<file path="src/design/cs_pkg.sv">
package cs_pkg;

  localparam logic [2:0] OP_START = 3'd0;
  localparam logic [2:0] OP_WRITE = 3'd1;
  localparam logic [2:0] OP_READ  = 3'd2;
  localparam logic [2:0] OP_STOP  = 3'd3;
  localparam logic [2:0] OP_TICK  = 3'd4;

  localparam logic [1:0] M_IDLE = 2'd0;
  localparam logic [1:0] M_MEAS = 2'd1;
  localparam logic [1:0] M_DOWN = 2'd2;

  localparam logic [1:0] CFG_VARIANT = 2'd0;
  localparam logic [1:0] CFG_SER_HI  = 2'd1;
  localparam logic [1:0] CFG_SER_MID = 2'd2;
  localparam logic [1:0] CFG_SER_LO  = 2'd3;

  localparam logic [15:0] K_START_PER  = 16'h21B1;
  localparam logic [15:0] K_READ_MEAS  = 16'hEC05;
  localparam logic [15:0] K_STOP_PER   = 16'h3F86;
  localparam logic [15:0] K_SERIAL     = 16'h3682;
  localparam logic [15:0] K_DREADY     = 16'hE4B8;
  localparam logic [15:0] K_SET_TOFF   = 16'h241D;
  localparam logic [15:0] K_GET_TOFF   = 16'h2318;
  localparam logic [15:0] K_SET_ALT    = 16'h2427;
  localparam logic [15:0] K_GET_ALT    = 16'h2322;
  localparam logic [15:0] K_PRESSURE   = 16'hE000;
  localparam logic [15:0] K_FRC        = 16'h362F;
  localparam logic [15:0] K_SET_ASC    = 16'h2416;
  localparam logic [15:0] K_GET_ASC    = 16'h2313;
  localparam logic [15:0] K_START_LP   = 16'h21AC;
  localparam logic [15:0] K_PERSIST    = 16'h3615;
  localparam logic [15:0] K_SELFTEST   = 16'h3639;
  localparam logic [15:0] K_FACTORY    = 16'h3632;
  localparam logic [15:0] K_REINIT     = 16'h3646;
  localparam logic [15:0] K_PWR_DOWN   = 16'h36E0;
  localparam logic [15:0] K_WAKE       = 16'h36F6;
  localparam logic [15:0] K_VARIANT    = 16'h202F;
  localparam logic [15:0] K_SET_TGT    = 16'h243A;
  localparam logic [15:0] K_GET_TGT    = 16'h233F;
  localparam logic [15:0] K_SINGLE     = 16'h219D;
  localparam logic [15:0] K_SINGLE_RHT = 16'h2196;
  localparam logic [15:0] K_SET_INIT   = 16'h2445;
  localparam logic [15:0] K_GET_INIT   = 16'h2340;
  localparam logic [15:0] K_SET_STD    = 16'h244E;
  localparam logic [15:0] K_GET_STD    = 16'h234B;

  localparam logic [15:0] DEF_TOFF = 16'd1498;
  localparam logic [15:0] DEF_TGT  = 16'd400;
  localparam logic [15:0] DEF_INIT = 16'd44;
  localparam logic [15:0] DEF_STD  = 16'd156;

  typedef struct packed {
    logic [2:0]  operation;
    logic [7:0]  data_byte;
    logic [15:0] co2_sample;
    logic [15:0] temp_sample;
    logic [15:0] humidity_sample;
  } in_item_t;

  typedef struct packed {
    logic       ack;
    logic [7:0] read_byte;
    logic       data_ready_flag;
    logic [1:0] mode;
  } out_item_t;

  function automatic logic [7:0] crc8(input logic [7:0] hi, input logic [7:0] lo);
    logic [7:0] c;
    c = 8'hFF ^ hi;
    for (int b = 0; b < 8; b++) c = c[7] ? ((c << 1) ^ 8'h31) : (c << 1);
    c = c ^ lo;
    for (int b = 0; b < 8; b++) c = c[7] ? ((c << 1) ^ 8'h31) : (c << 1);
    return c;
  endfunction

endpackage

</file>
<file path="src/design/co2_sensor_i2c_command_engine_top.sv">
// Command engine for the bus target side of a gas sensor.
// Input items arrive on s_axis (bus events and 1 ms ticks); each one yields
// exactly one result item on m_axis, in order.
// Configuration registers (variant, three serial words) are written on the
// cfg channel, which is always ready; write only while no result is pending.
// Each result is loaded into the result register as its item is accepted.
// Throughput is one item per cycle without stalls: the whole command decode,
// CRC and state update sit between the state and result registers.
// When the receiver stalls, the result register holds its item and s_axis
// stays ready only while that register is empty or being drained, so a new
// item may enter in the same cycle that the old result leaves.
// Reset clears all mode, timer, flag and calibration state to its defaults
// and empties the result register.
module co2_sensor_i2c_command_engine_top (
  input  logic        clk_i,
  input  logic        rst_ni,
  input  logic        s_axis_tvalid,
  output logic        s_axis_tready,
  // operation[2:0], data_byte[10:3], co2[26:11], temp[42:27], humidity[58:43]
  input  logic [63:0] s_axis_tdata,
  output logic        m_axis_tvalid,
  input  logic        m_axis_tready,
  // ack[0], read_byte[8:1], data_ready_flag[9], mode[11:10]
  output logic [15:0] m_axis_tdata,
  input  logic        cfg_valid_i,
  output logic        cfg_ready_o,
  input  logic [1:0]  cfg_index_i,
  input  logic [15:0] cfg_data_i
);

  logic              step;
  cs_pkg::in_item_t  item;
  cs_pkg::out_item_t res, res_q;
  logic              ov_q;
  logic [3:0]        var_q;
  logic [15:0]       shi_q, smid_q, slo_q;

  assign s_axis_tready = !ov_q || m_axis_tready;
  assign step = s_axis_tvalid && s_axis_tready;
  assign cfg_ready_o = 1'b1;
  assign item.operation = s_axis_tdata[2:0];
  assign item.data_byte = s_axis_tdata[10:3];
  assign item.co2_sample = s_axis_tdata[26:11];
  assign item.temp_sample = s_axis_tdata[42:27];
  assign item.humidity_sample = s_axis_tdata[58:43];

  cs_engine u_engine (
    .clk_i, .rst_ni, .step_i(step), .item_i(item), .variant_i(var_q),
    .ser_hi_i(shi_q), .ser_mid_i(smid_q), .ser_lo_i(slo_q), .res_o(res)
  );

  always_ff @(posedge clk_i or negedge rst_ni) begin
    if (!rst_ni) begin
      ov_q <= 1'b0;
      var_q <= 4'd1; shi_q <= 16'd1; smid_q <= 16'd2; slo_q <= 16'd3;
    end else begin
      if (step) ov_q <= 1'b1;
      else if (m_axis_tready) ov_q <= 1'b0;
      if (cfg_valid_i) begin
        unique case (cfg_index_i)
          cs_pkg::CFG_VARIANT: var_q <= cfg_data_i[3:0];
          cs_pkg::CFG_SER_HI:  shi_q <= cfg_data_i;
          cs_pkg::CFG_SER_MID: smid_q <= cfg_data_i;
          cs_pkg::CFG_SER_LO:  slo_q <= cfg_data_i;
          default: ;
        endcase
      end
    end
  end

  always_ff @(posedge clk_i) begin
    if (step) res_q <= res;
  end

  assign m_axis_tvalid = ov_q;
  assign m_axis_tdata = {4'd0, res_q.mode, res_q.data_ready_flag, res_q.read_byte, res_q.ack};

endmodule

</file>
<file path="src/design/cs_engine.sv">
module cs_engine (
  input  logic              clk_i,
  input  logic              rst_ni,
  input  logic              step_i,
  input  cs_pkg::in_item_t  item_i,
  input  logic [3:0]        variant_i,
  input  logic [15:0]       ser_hi_i,
  input  logic [15:0]       ser_mid_i,
  input  logic [15:0]       ser_lo_i,
  output cs_pkg::out_item_t res_o
);

  logic [1:0]  mode_q, mode_d;
  logic [2:0]  wcnt_q, wcnt_d;
  logic [7:0]  wb_q [4], wb_d [4];
  logic [15:0] cmd_q, cmd_d;
  logic [7:0]  rsp_q [9], rsp_d [9];
  logic [3:0]  rlen_q, rlen_d, ridx_q, ridx_d;
  logic        f_dr_q, f_dr_d, f_first_q, f_first_d, f_lp_q, f_lp_d, f_ss_q, f_ss_d;
  logic        f_rht_q, f_rht_d, f_meas_q, f_meas_d, f_pers_q, f_pers_d;
  logic [13:0] busy_q, busy_d;
  logic [14:0] mms_q, mms_d;
  logic [15:0] act_q [6], act_d [6];
  logic        asc_q, asc_d;
  logic [15:0] sto_q [6], sto_d [6];
  logic [14:0] mms_dec;

  function automatic logic is_ext(input logic [15:0] c);
    return c == cs_pkg::K_PWR_DOWN || c == cs_pkg::K_WAKE || c == cs_pkg::K_SINGLE ||
           c == cs_pkg::K_SINGLE_RHT || c == cs_pkg::K_SET_INIT ||
           c == cs_pkg::K_GET_INIT || c == cs_pkg::K_SET_STD || c == cs_pkg::K_GET_STD;
  endfunction

  function automatic logic has_pl(input logic [15:0] c);
    return c == cs_pkg::K_SET_TOFF || c == cs_pkg::K_SET_ALT || c == cs_pkg::K_PRESSURE ||
           c == cs_pkg::K_FRC || c == cs_pkg::K_SET_ASC || c == cs_pkg::K_SET_TGT ||
           c == cs_pkg::K_SET_INIT || c == cs_pkg::K_SET_STD;
  endfunction

  function automatic logic allow(input logic [15:0] c, input logic [1:0] m,
                                 input logic [3:0] v);
    logic r;
    if (is_ext(c) && v == 4'd0) r = 1'b0;
    else if (m == cs_pkg::M_DOWN) r = (c == cs_pkg::K_WAKE);
    else if (m == cs_pkg::M_MEAS)
      r = c == cs_pkg::K_READ_MEAS || c == cs_pkg::K_STOP_PER ||
          c == cs_pkg::K_DREADY || c == cs_pkg::K_PRESSURE;
    else r = c != cs_pkg::K_READ_MEAS && c != cs_pkg::K_WAKE;
    return r;
  endfunction

  always_comb begin
    logic [15:0] c, v, w1;
    logic        one;
    logic [7:0]  rb;
    logic        ack;
    mode_d = mode_q; wcnt_d = wcnt_q; wb_d = wb_q; cmd_d = cmd_q; rsp_d = rsp_q;
    rlen_d = rlen_q; ridx_d = ridx_q; f_dr_d = f_dr_q; f_first_d = f_first_q;
    f_lp_d = f_lp_q; f_ss_d = f_ss_q; f_rht_d = f_rht_q; f_meas_d = f_meas_q;
    f_pers_d = f_pers_q; busy_d = busy_q; mms_d = mms_q; act_d = act_q;
    asc_d = asc_q; sto_d = sto_q;
    mms_dec = mms_q - 15'd1;
    c = {wb_q[0], item_i.data_byte};
    v = {wb_q[2], wb_q[3]};
    w1 = 16'd0; one = 1'b0; rb = 8'd0; ack = 1'b1;
    unique case (item_i.operation)
      cs_pkg::OP_START: begin
        if (busy_q != 14'd0) ack = 1'b0;
        else wcnt_d = 3'd0;
      end
      cs_pkg::OP_WRITE: begin
        if (wcnt_q == 3'd0) begin
          rlen_d = 4'd0; ridx_d = 4'd0;
        end
        if (wcnt_q < 3'd5) begin
          if (wcnt_q < 3'd4) wb_d[wcnt_q[1:0]] = item_i.data_byte;
          wcnt_d = wcnt_q + 3'd1;
        end
        if (wcnt_q == 3'd1) begin
          cmd_d = c;
          if (!has_pl(c) && allow(c, mode_q, variant_i)) begin
            rlen_d = 4'd0; ridx_d = 4'd0;
            unique case (c)
              cs_pkg::K_START_PER: begin
                f_first_d = 1'b0; mode_d = cs_pkg::M_MEAS; f_dr_d = 1'b0;
                f_lp_d = 1'b0; f_ss_d = 1'b0; f_rht_d = 1'b0; mms_d = 15'd5000;
              end
              cs_pkg::K_START_LP: begin
                f_first_d = 1'b0; mode_d = cs_pkg::M_MEAS; f_dr_d = 1'b0;
                f_lp_d = 1'b1; f_ss_d = 1'b0; f_rht_d = 1'b0; mms_d = 15'd30000;
              end
              cs_pkg::K_STOP_PER: begin
                mode_d = cs_pkg::M_IDLE; f_dr_d = 1'b0; f_first_d = 1'b0;
                f_ss_d = 1'b0; f_rht_d = 1'b0; mms_d = 15'd0; busy_d = 14'd500;
              end
              cs_pkg::K_READ_MEAS: begin
                if (f_dr_q) begin
                  w1 = f_rht_q ? 16'd0 : item_i.co2_sample;
                  rsp_d[0] = w1[15:8]; rsp_d[1] = w1[7:0];
                  rsp_d[2] = cs_pkg::crc8(w1[15:8], w1[7:0]);
                  rsp_d[3] = item_i.temp_sample[15:8]; rsp_d[4] = item_i.temp_sample[7:0];
                  rsp_d[5] = cs_pkg::crc8(item_i.temp_sample[15:8],
                                          item_i.temp_sample[7:0]);
                  rsp_d[6] = item_i.humidity_sample[15:8];
                  rsp_d[7] = item_i.humidity_sample[7:0];
                  rsp_d[8] = cs_pkg::crc8(item_i.humidity_sample[15:8],
                                          item_i.humidity_sample[7:0]);
                  rlen_d = 4'd9; f_dr_d = 1'b0;
                  if (f_ss_q) begin
                    mode_d = cs_pkg::M_IDLE; f_ss_d = 1'b0; f_rht_d = 1'b0;
                  end
                end
              end
              cs_pkg::K_SERIAL: begin
                rsp_d[0] = ser_hi_i[15:8]; rsp_d[1] = ser_hi_i[7:0];
                rsp_d[2] = cs_pkg::crc8(ser_hi_i[15:8], ser_hi_i[7:0]);
                rsp_d[3] = ser_mid_i[15:8]; rsp_d[4] = ser_mid_i[7:0];
                rsp_d[5] = cs_pkg::crc8(ser_mid_i[15:8], ser_mid_i[7:0]);
                rsp_d[6] = ser_lo_i[15:8]; rsp_d[7] = ser_lo_i[7:0];
                rsp_d[8] = cs_pkg::crc8(ser_lo_i[15:8], ser_lo_i[7:0]);
                rlen_d = 4'd9;
              end
              cs_pkg::K_DREADY: begin one = 1'b1; w1 = f_dr_q ? 16'h8001 : 16'h0000; end
              cs_pkg::K_GET_TOFF: begin one = 1'b1; w1 = act_q[0]; end
              cs_pkg::K_GET_ALT: begin one = 1'b1; w1 = act_q[1]; end
              cs_pkg::K_GET_ASC: begin one = 1'b1; w1 = {15'd0, asc_q}; end
              cs_pkg::K_VARIANT: begin one = 1'b1; w1 = {variant_i, 12'd0}; end
              cs_pkg::K_GET_TGT: begin one = 1'b1; w1 = act_q[3]; end
              cs_pkg::K_GET_INIT: begin one = 1'b1; w1 = act_q[4]; end
              cs_pkg::K_GET_STD: begin one = 1'b1; w1 = act_q[5]; end
              cs_pkg::K_PERSIST: begin
                sto_d[0] = act_q[0]; sto_d[1] = act_q[1]; sto_d[2] = {15'd0, asc_q};
                sto_d[3] = act_q[3]; sto_d[4] = act_q[4]; sto_d[5] = act_q[5];
                f_pers_d = 1'b1; busy_d = 14'd800;
              end
              cs_pkg::K_SELFTEST: begin one = 1'b1; w1 = 16'd0; busy_d = 14'd10000; end
              cs_pkg::K_FACTORY: begin
                act_d[0] = cs_pkg::DEF_TOFF; act_d[1] = 16'd0; act_d[2] = 16'd0;
                act_d[3] = cs_pkg::DEF_TGT; act_d[4] = cs_pkg::DEF_INIT;
                act_d[5] = cs_pkg::DEF_STD; asc_d = 1'b1;
                sto_d[0] = cs_pkg::DEF_TOFF; sto_d[1] = 16'd0; sto_d[2] = 16'd1;
                sto_d[3] = cs_pkg::DEF_TGT; sto_d[4] = cs_pkg::DEF_INIT;
                sto_d[5] = cs_pkg::DEF_STD;
                f_pers_d = 1'b0; f_meas_d = 1'b0; busy_d = 14'd1200;
              end
              cs_pkg::K_REINIT: begin
                if (f_pers_q) begin
                  act_d[0] = sto_q[0]; act_d[1] = sto_q[1]; asc_d = sto_q[2] != 16'd0;
                  act_d[3] = sto_q[3]; act_d[4] = sto_q[4]; act_d[5] = sto_q[5];
                end else begin
                  act_d[0] = cs_pkg::DEF_TOFF; act_d[1] = 16'd0; act_d[2] = 16'd0;
                  act_d[3] = cs_pkg::DEF_TGT; act_d[4] = cs_pkg::DEF_INIT;
                  act_d[5] = cs_pkg::DEF_STD; asc_d = 1'b1;
                end
                busy_d = 14'd30;
              end
              cs_pkg::K_SINGLE: begin
                mode_d = cs_pkg::M_MEAS; f_dr_d = 1'b0; f_lp_d = 1'b0; f_ss_d = 1'b1;
                f_rht_d = 1'b0; mms_d = 15'd5000; busy_d = 14'd5000;
              end
              cs_pkg::K_SINGLE_RHT: begin
                mode_d = cs_pkg::M_MEAS; f_dr_d = 1'b0; f_lp_d = 1'b0; f_ss_d = 1'b1;
                f_rht_d = 1'b1; mms_d = 15'd50; busy_d = 14'd50;
              end
              cs_pkg::K_PWR_DOWN: mode_d = cs_pkg::M_DOWN;
              cs_pkg::K_WAKE: begin mode_d = cs_pkg::M_IDLE; busy_d = 14'd30; end
              default: ;
            endcase
          end
        end else if (wcnt_q == 3'd4) begin
          if (cs_pkg::crc8(wb_q[2], wb_q[3]) == item_i.data_byte &&
              allow(cmd_q, mode_q, variant_i)) begin
            rlen_d = 4'd0; ridx_d = 4'd0;
            unique case (cmd_q)
              cs_pkg::K_SET_TOFF: act_d[0] = v;
              cs_pkg::K_SET_ALT: act_d[1] = v;
              cs_pkg::K_PRESSURE: act_d[2] = v;
              cs_pkg::K_SET_ASC: asc_d = v != 16'd0;
              cs_pkg::K_SET_TGT: act_d[3] = v;
              cs_pkg::K_SET_INIT: act_d[4] = v;
              cs_pkg::K_SET_STD: act_d[5] = v;
              cs_pkg::K_FRC: begin
                one = 1'b1; w1 = f_meas_q ? 16'h8000 : 16'hFFFF; busy_d = 14'd400;
              end
              default: ;
            endcase
          end
        end
      end
      cs_pkg::OP_READ: begin
        rb = 8'hFF;
        if (mode_q != cs_pkg::M_DOWN && ridx_q < rlen_q && ridx_q < 4'd9) begin
          rb = rsp_q[ridx_q];
          ridx_d = ridx_q + 4'd1;
        end
      end
      cs_pkg::OP_STOP: begin
        if (wcnt_q == 3'd2 && cmd_q == cs_pkg::K_PRESSURE &&
            allow(cmd_q, mode_q, variant_i)) begin
          one = 1'b1; w1 = act_q[2];
        end
        wcnt_d = 3'd0;
      end
      cs_pkg::OP_TICK: begin
        if (busy_q != 14'd0) busy_d = busy_q - 14'd1;
        if (mms_q != 15'd0) begin
          mms_d = mms_dec;
          if (mms_dec == 15'd0) begin
            f_dr_d = 1'b1; f_meas_d = 1'b1;
            if (!f_ss_q) begin
              f_first_d = 1'b1;
              mms_d = f_lp_q ? 15'd30000 : 15'd5000;
            end
          end
        end
      end
      default: ;
    endcase
    if (one) begin
      rsp_d[0] = w1[15:8]; rsp_d[1] = w1[7:0];
      rsp_d[2] = cs_pkg::crc8(w1[15:8], w1[7:0]);
      rlen_d = 4'd3; ridx_d = 4'd0;
    end
    res_o.ack = ack;
    res_o.read_byte = rb;
    res_o.data_ready_flag = f_dr_d;
    res_o.mode = mode_d;
  end

  always_ff @(posedge clk_i) begin
    if (step_i) begin
      wb_q <= wb_d;
      rsp_q <= rsp_d;
    end
  end

  always_ff @(posedge clk_i or negedge rst_ni) begin
    if (!rst_ni) begin
      mode_q <= cs_pkg::M_IDLE; wcnt_q <= 3'd0; cmd_q <= 16'd0;
      rlen_q <= 4'd0; ridx_q <= 4'd0;
      f_dr_q <= 1'b0; f_first_q <= 1'b0; f_lp_q <= 1'b0; f_ss_q <= 1'b0;
      f_rht_q <= 1'b0; f_meas_q <= 1'b0; f_pers_q <= 1'b0;
      busy_q <= 14'd0; mms_q <= 15'd0;
      act_q[0] <= cs_pkg::DEF_TOFF; act_q[1] <= 16'd0; act_q[2] <= 16'd0;
      act_q[3] <= cs_pkg::DEF_TGT; act_q[4] <= cs_pkg::DEF_INIT;
      act_q[5] <= cs_pkg::DEF_STD;
      asc_q <= 1'b1;
      for (int i = 0; i < 6; i++) sto_q[i] <= 16'd0;
    end else if (step_i) begin
      mode_q <= mode_d; wcnt_q <= wcnt_d; cmd_q <= cmd_d;
      rlen_q <= rlen_d; ridx_q <= ridx_d;
      f_dr_q <= f_dr_d; f_first_q <= f_first_d; f_lp_q <= f_lp_d; f_ss_q <= f_ss_d;
      f_rht_q <= f_rht_d; f_meas_q <= f_meas_d; f_pers_q <= f_pers_d;
      busy_q <= busy_d; mms_q <= mms_d; act_q <= act_d; asc_q <= asc_d; sto_q <= sto_d;
    end
  end

  a_ridx_bound: assert property (@(posedge clk_i) disable iff (!rst_ni)
    ridx_q <= 4'd9) else $error("response index past buffer");
  a_wcnt_bound: assert property (@(posedge clk_i) disable iff (!rst_ni)
    wcnt_q <= 3'd5) else $error("write count past five");
  a_timer_mode: assert property (@(posedge clk_i) disable iff (!rst_ni)
    mms_q != 15'd0 |-> mode_q == cs_pkg::M_MEAS) else $error("timer runs outside measuring");
  a_nack_busy: assert property (@(posedge clk_i) disable iff (!rst_ni)
    step_i && !res_o.ack |-> busy_q != 14'd0 && item_i.operation == cs_pkg::OP_START)
    else $error("NACK without busy start");

endmodule
</file>
<file path="config.mk">
export PLATFORM = sky130hd
export DESIGN_NAME = co2_sensor_i2c_command_engine_top
export DESIGN_NICKNAME = d
export VERILOG_FILES = /design/src/design/cs_pkg.sv /design/src/design/co2_sensor_i2c_command_engine_top.sv /design/src/design/cs_engine.sv
export SDC_FILE = /design/constraint.sdc
export NUM_CORES = 1
export LEC_CHECK = 0
export BUFFER_PORTS_ARGS = -buffer_cell sky130_fd_sc_hd__buf_4
export CORE_AREA = 2 2 169 253
export DETAILED_ROUTE_END_ITERATION = 16
export DIE_AREA = 0 0 171 255
export HOLD_SLACK_MARGIN = 0.03
export PLACE_DENSITY = 0.77
export SLEW_MARGIN = 20
export SYNTH_ARGS = -nofsm -noshare
export SYNTH_HDL_FRONTEND = slang
export SYNTH_SLANG_ARGS = --single-unit
</file>
<file path="constraint.sdc">
create_clock -name clk_i -period 5.5 [get_ports clk_i]
set_input_delay 1.1 -clock clk_i [delete_from_list [all_inputs] [get_ports clk_i]]
set_output_delay 1.1 -clock clk_i [all_outputs]
set_load 0.005 [all_outputs]
</file>
==> metrics.cfg <==
[floorplan]
coreArea_sq_um = 41670
num_rows = 92
initial_utilization_pct = 55.95
dieArea_sq_um = 43610
chipWidth_um = 171
die_h_um = 255
io-pin-count = 106

[grt]
grt_use_total_pct = 32.38
globalRouteOverflowTotal = 0
grt_max_degree = 101
grt_antenna_before_repair = 0
grt_pass1_vias = 19390
grt_pass1_wl_um = 108300

[yosys]
synth_edf_count = 108
synth.top_cell.area_share_pct = 29.20
yosysWarningCount = 0
synthCells = 2455
ys_ff_latch = 403
synth_area_leader_cell = dfrtp_1
synth_area_sq_um = 23310
yosysSeqAreaShare_pct = 45.70
async_flop_share_pct = 73.20
synthTopCellsByArea = dfrtp_1 (29%), edfxtp_1 (14%), xnor2_1 (6.6%)
synth_mux_area_share_pct = 6.564
synth_top_family_by_area = simple AND/OR/NAND/NOR gates
synth-compound-area-share_pct = 13.51
ys_types = 91
synth-simple-area-share_pct = 19.36
synth_fa_ha_area_share_pct = 0.6441
synth_flop_cell = dfrtp_1
avgSynthCellArea_sq_um = 9.496
synth_xor_area_share_pct = 10.90

[timing]
slew_headroom_pct = 29.59
skew_ns = 0.01795
rsz0062_at_grt = false
setup_viol = 0
setup_ws_ns = 0.4684
whs_ns = 0.4659
hold_viol = 0
setup_tns_ns = 0
finalMaxSlewViolations = 0
min_period_over_period_pct = 91.48
worst_pin_slew_ns = 1.045
fmax_mhz = 198.7
min_period_ns = 5.032

[power]
p_sw_mw = 3.253
clkPwrFrac_pct = 29.9
power_per_cell_area_nw_per_um2 = 369.9
seqPwrFrac_pct = 40.6
irDropWorstVdd_uv = 319.2
intPower_mw = 6.509
swShare_pct = 33.33
power_frac_comb_pct = 29.5
p_leak_nw = 11.04

[clocking]
worstSkewPairLatency_ns = 0.57
ctsHoldBuffers = 0
root_buffer = clkbuf_16
cts_buffer_depth = 3
clk_pin_slew_worst_paths_ns = 0.07
cts_resized = 0
cts_setup_buffers = 0
cts_sinks = 403
tritoncts = done
htree_levels = 2
cts_made_buffers = 40

[layout]
layout_common_cells = nand2_1 (373), dfrtp_1 (272), a21oi_1 (237)
finish.net_count = 2635
multi_input_area_sq_um = 11980
mostFrequentLayoutCell = nand2_1
antenna_cells = 0
area_growth_pct = 13.21
fill_cells = 3430
layout-drive-gt1-share_pct = 17.06
post-route-util_pct = 63.33
seq_area_sq_um = 10650

[detailed_routing]
routedWlPerCell_um = 22.61
viasPerCell = 6.305
ant_nets = 0
dr.pass1.iters = 6
drc = 0
vias = 19750
wl_um = 70800
drtIter0Drc = 2328

[min_path]
hp-class = reg2reg

[worst_setup_path]
critical_path_class = reg2reg
cp-end-kind = flop
crit_arrival_ns = 5.34
crit_path_start_kind = flop
cp.required_ns = 5.81
cp_max_fo = 11

[place]
dp_hpwl_um = 51170
place_congestion = 0.9657
io_buffers = 95
preCtsSetupSlack_ns = 0.1902

[outcome]
status = finished clean

[job]
cap_violations = 0

per-layer routing:
metal,routed length [um],track usage [%],vias to the layer above
li1,-,-,8875
met5,0,0,-
met3,4875,4.160,245
met1,26150,39.25,9636
met2,35440,55.61,991
met4,4335,18.52,0
worst max-delay path, cell delays in order (launching register included):
cell and delay (ns):
edfxtp_1 0.53, xnor2_2 0.39, xnor3_1 0.45, xor3_1 0.40, or3_1 0.38, a22oi_2 0.37, and3_1 0.31, a21oi_4 0.15
o31ai_4 0.40, xnor3_1 0.42, mux2_4 0.33, xnor3_2 0.41, xnor2_1 0.14, mux2i_1 0.09
Yosys cell counts, types with 12 or more instances:
| master | n |
|---|---|
| a222oi_1 | 19 |
| nor3_1 | 45 |
| nand4_1 | 21 |
| mux2i_1 | 13 |
| nor2b_1 | 33 |
| mux2_2 | 91 |
| dfrtp_1 | 272 |
| edfxtp_1 | 108 |
| a21oi_1 | 239 |
| clkbuf_1 | 133 |
| or3_1 | 19 |
| dfstp_2 | 23 |
| inv_1 | 41 |
| xnor2_1 | 175 |
| ha_1 | 12 |
| mux4_2 | 16 |
| o21ai_0 | 100 |
| nand2_1 | 374 |
| nand2b_1 | 22 |
| nor2_1 | 200 |
| a31oi_1 | 27 |
| xor2_1 | 75 |
| nand3_1 | 84 |
| and3_1 | 13 |
| nor4_1 | 25 |
| or4_1 | 13 |
flip-flops by register name (all words and copies together), names as in the netlist, 2 cells and up:
signal,cells
u_engine.busy_q,14
u_engine.wcnt_q,3
var_q,4
u_engine.mode_q,2
u_engine.ridx_q,4
shi_q,16
u_engine.rsp_q,72
slo_q,16
u_engine.rlen_q,4
u_engine.cmd_q,16
u_engine.act_q,96
u_engine.mms_q,15
m_axis_tdata,12
u_engine.wb_q,24
smid_q,16
u_engine.sto_q,81
logic make-up after synthesis:
group                    count (synthesis)
XOR/XNOR                               266
flip-flops                             403
AO/OA/AOI/OAI                          516
other                                    2
AND/OR/NAND/NOR                        941
buffers and inverters                  194
adder cells (fa/ha/maj)                 12
multiplexers                           121
final timing paths:
| check | start | endpoint | slack [ns] | depth (start not counted) |
|---|---|---|---|---|
| max in group asynchronous | rst_ni | m_axis_tvalid | 3.74 | 2 |
| worst min-delay path | u_engine.sto_q[74] | u_engine.sto_q[74] | 0.47 | 2 |
| worst min register to register | u_engine.sto_q[74] | u_engine.sto_q[74] | 0.47 | 2 |
| min in group asynchronous | rst_ni | u_engine.sto_q[25] | 0.56 | 1 |
| worst max register to register | u_engine.wb_q[13] | u_engine.rsp_q[54] | 0.47 | 13 |
| worst max-delay path | u_engine.wb_q[13] | u_engine.rsp_q[54] | 0.47 | 13 |
metrics by stage:
stage	instance area (sq um)	cells	total power, mW
floorplan	23330	2458	6.070
global placement	24980	3058	6.733
detailed placement	24980	3058	6.843
CTS	26380	3132	9.749
global route	26390	3132	10.21
finish	26390	3132	9.762
power by group through the flow:
| stage | Sequential (mW) | Clock (mW) | Combinational [mW] |
|---|---|---|---|
| after detailed placement | 4.00 | 0 | 2.84 |
| final | 3.97 | 2.92 | 2.88 |
| after floorplan | 3.80 | 0 | 2.27 |
| after global placement | 3.98 | 0 | 2.76 |
| after CTS | 3.95 | 2.94 | 2.86 |
| after global routing | 4.00 | 3.06 | 3.15 |
layout make-up:
cell class / count / share of cell area (%)
Tap cell: 564 / 2.674
Clock buffer: 54 / 4.509
Multi-Input combinational cell: 1861 / 45.38
Sequential cell: 403 / 40.37
Inverter: 41 / 0.5831
Clock inverter: 20 / 0.7917
Timing Repair Buffer: 189 / 5.689
Note: power is estimated with default switching activity, not from simulation.
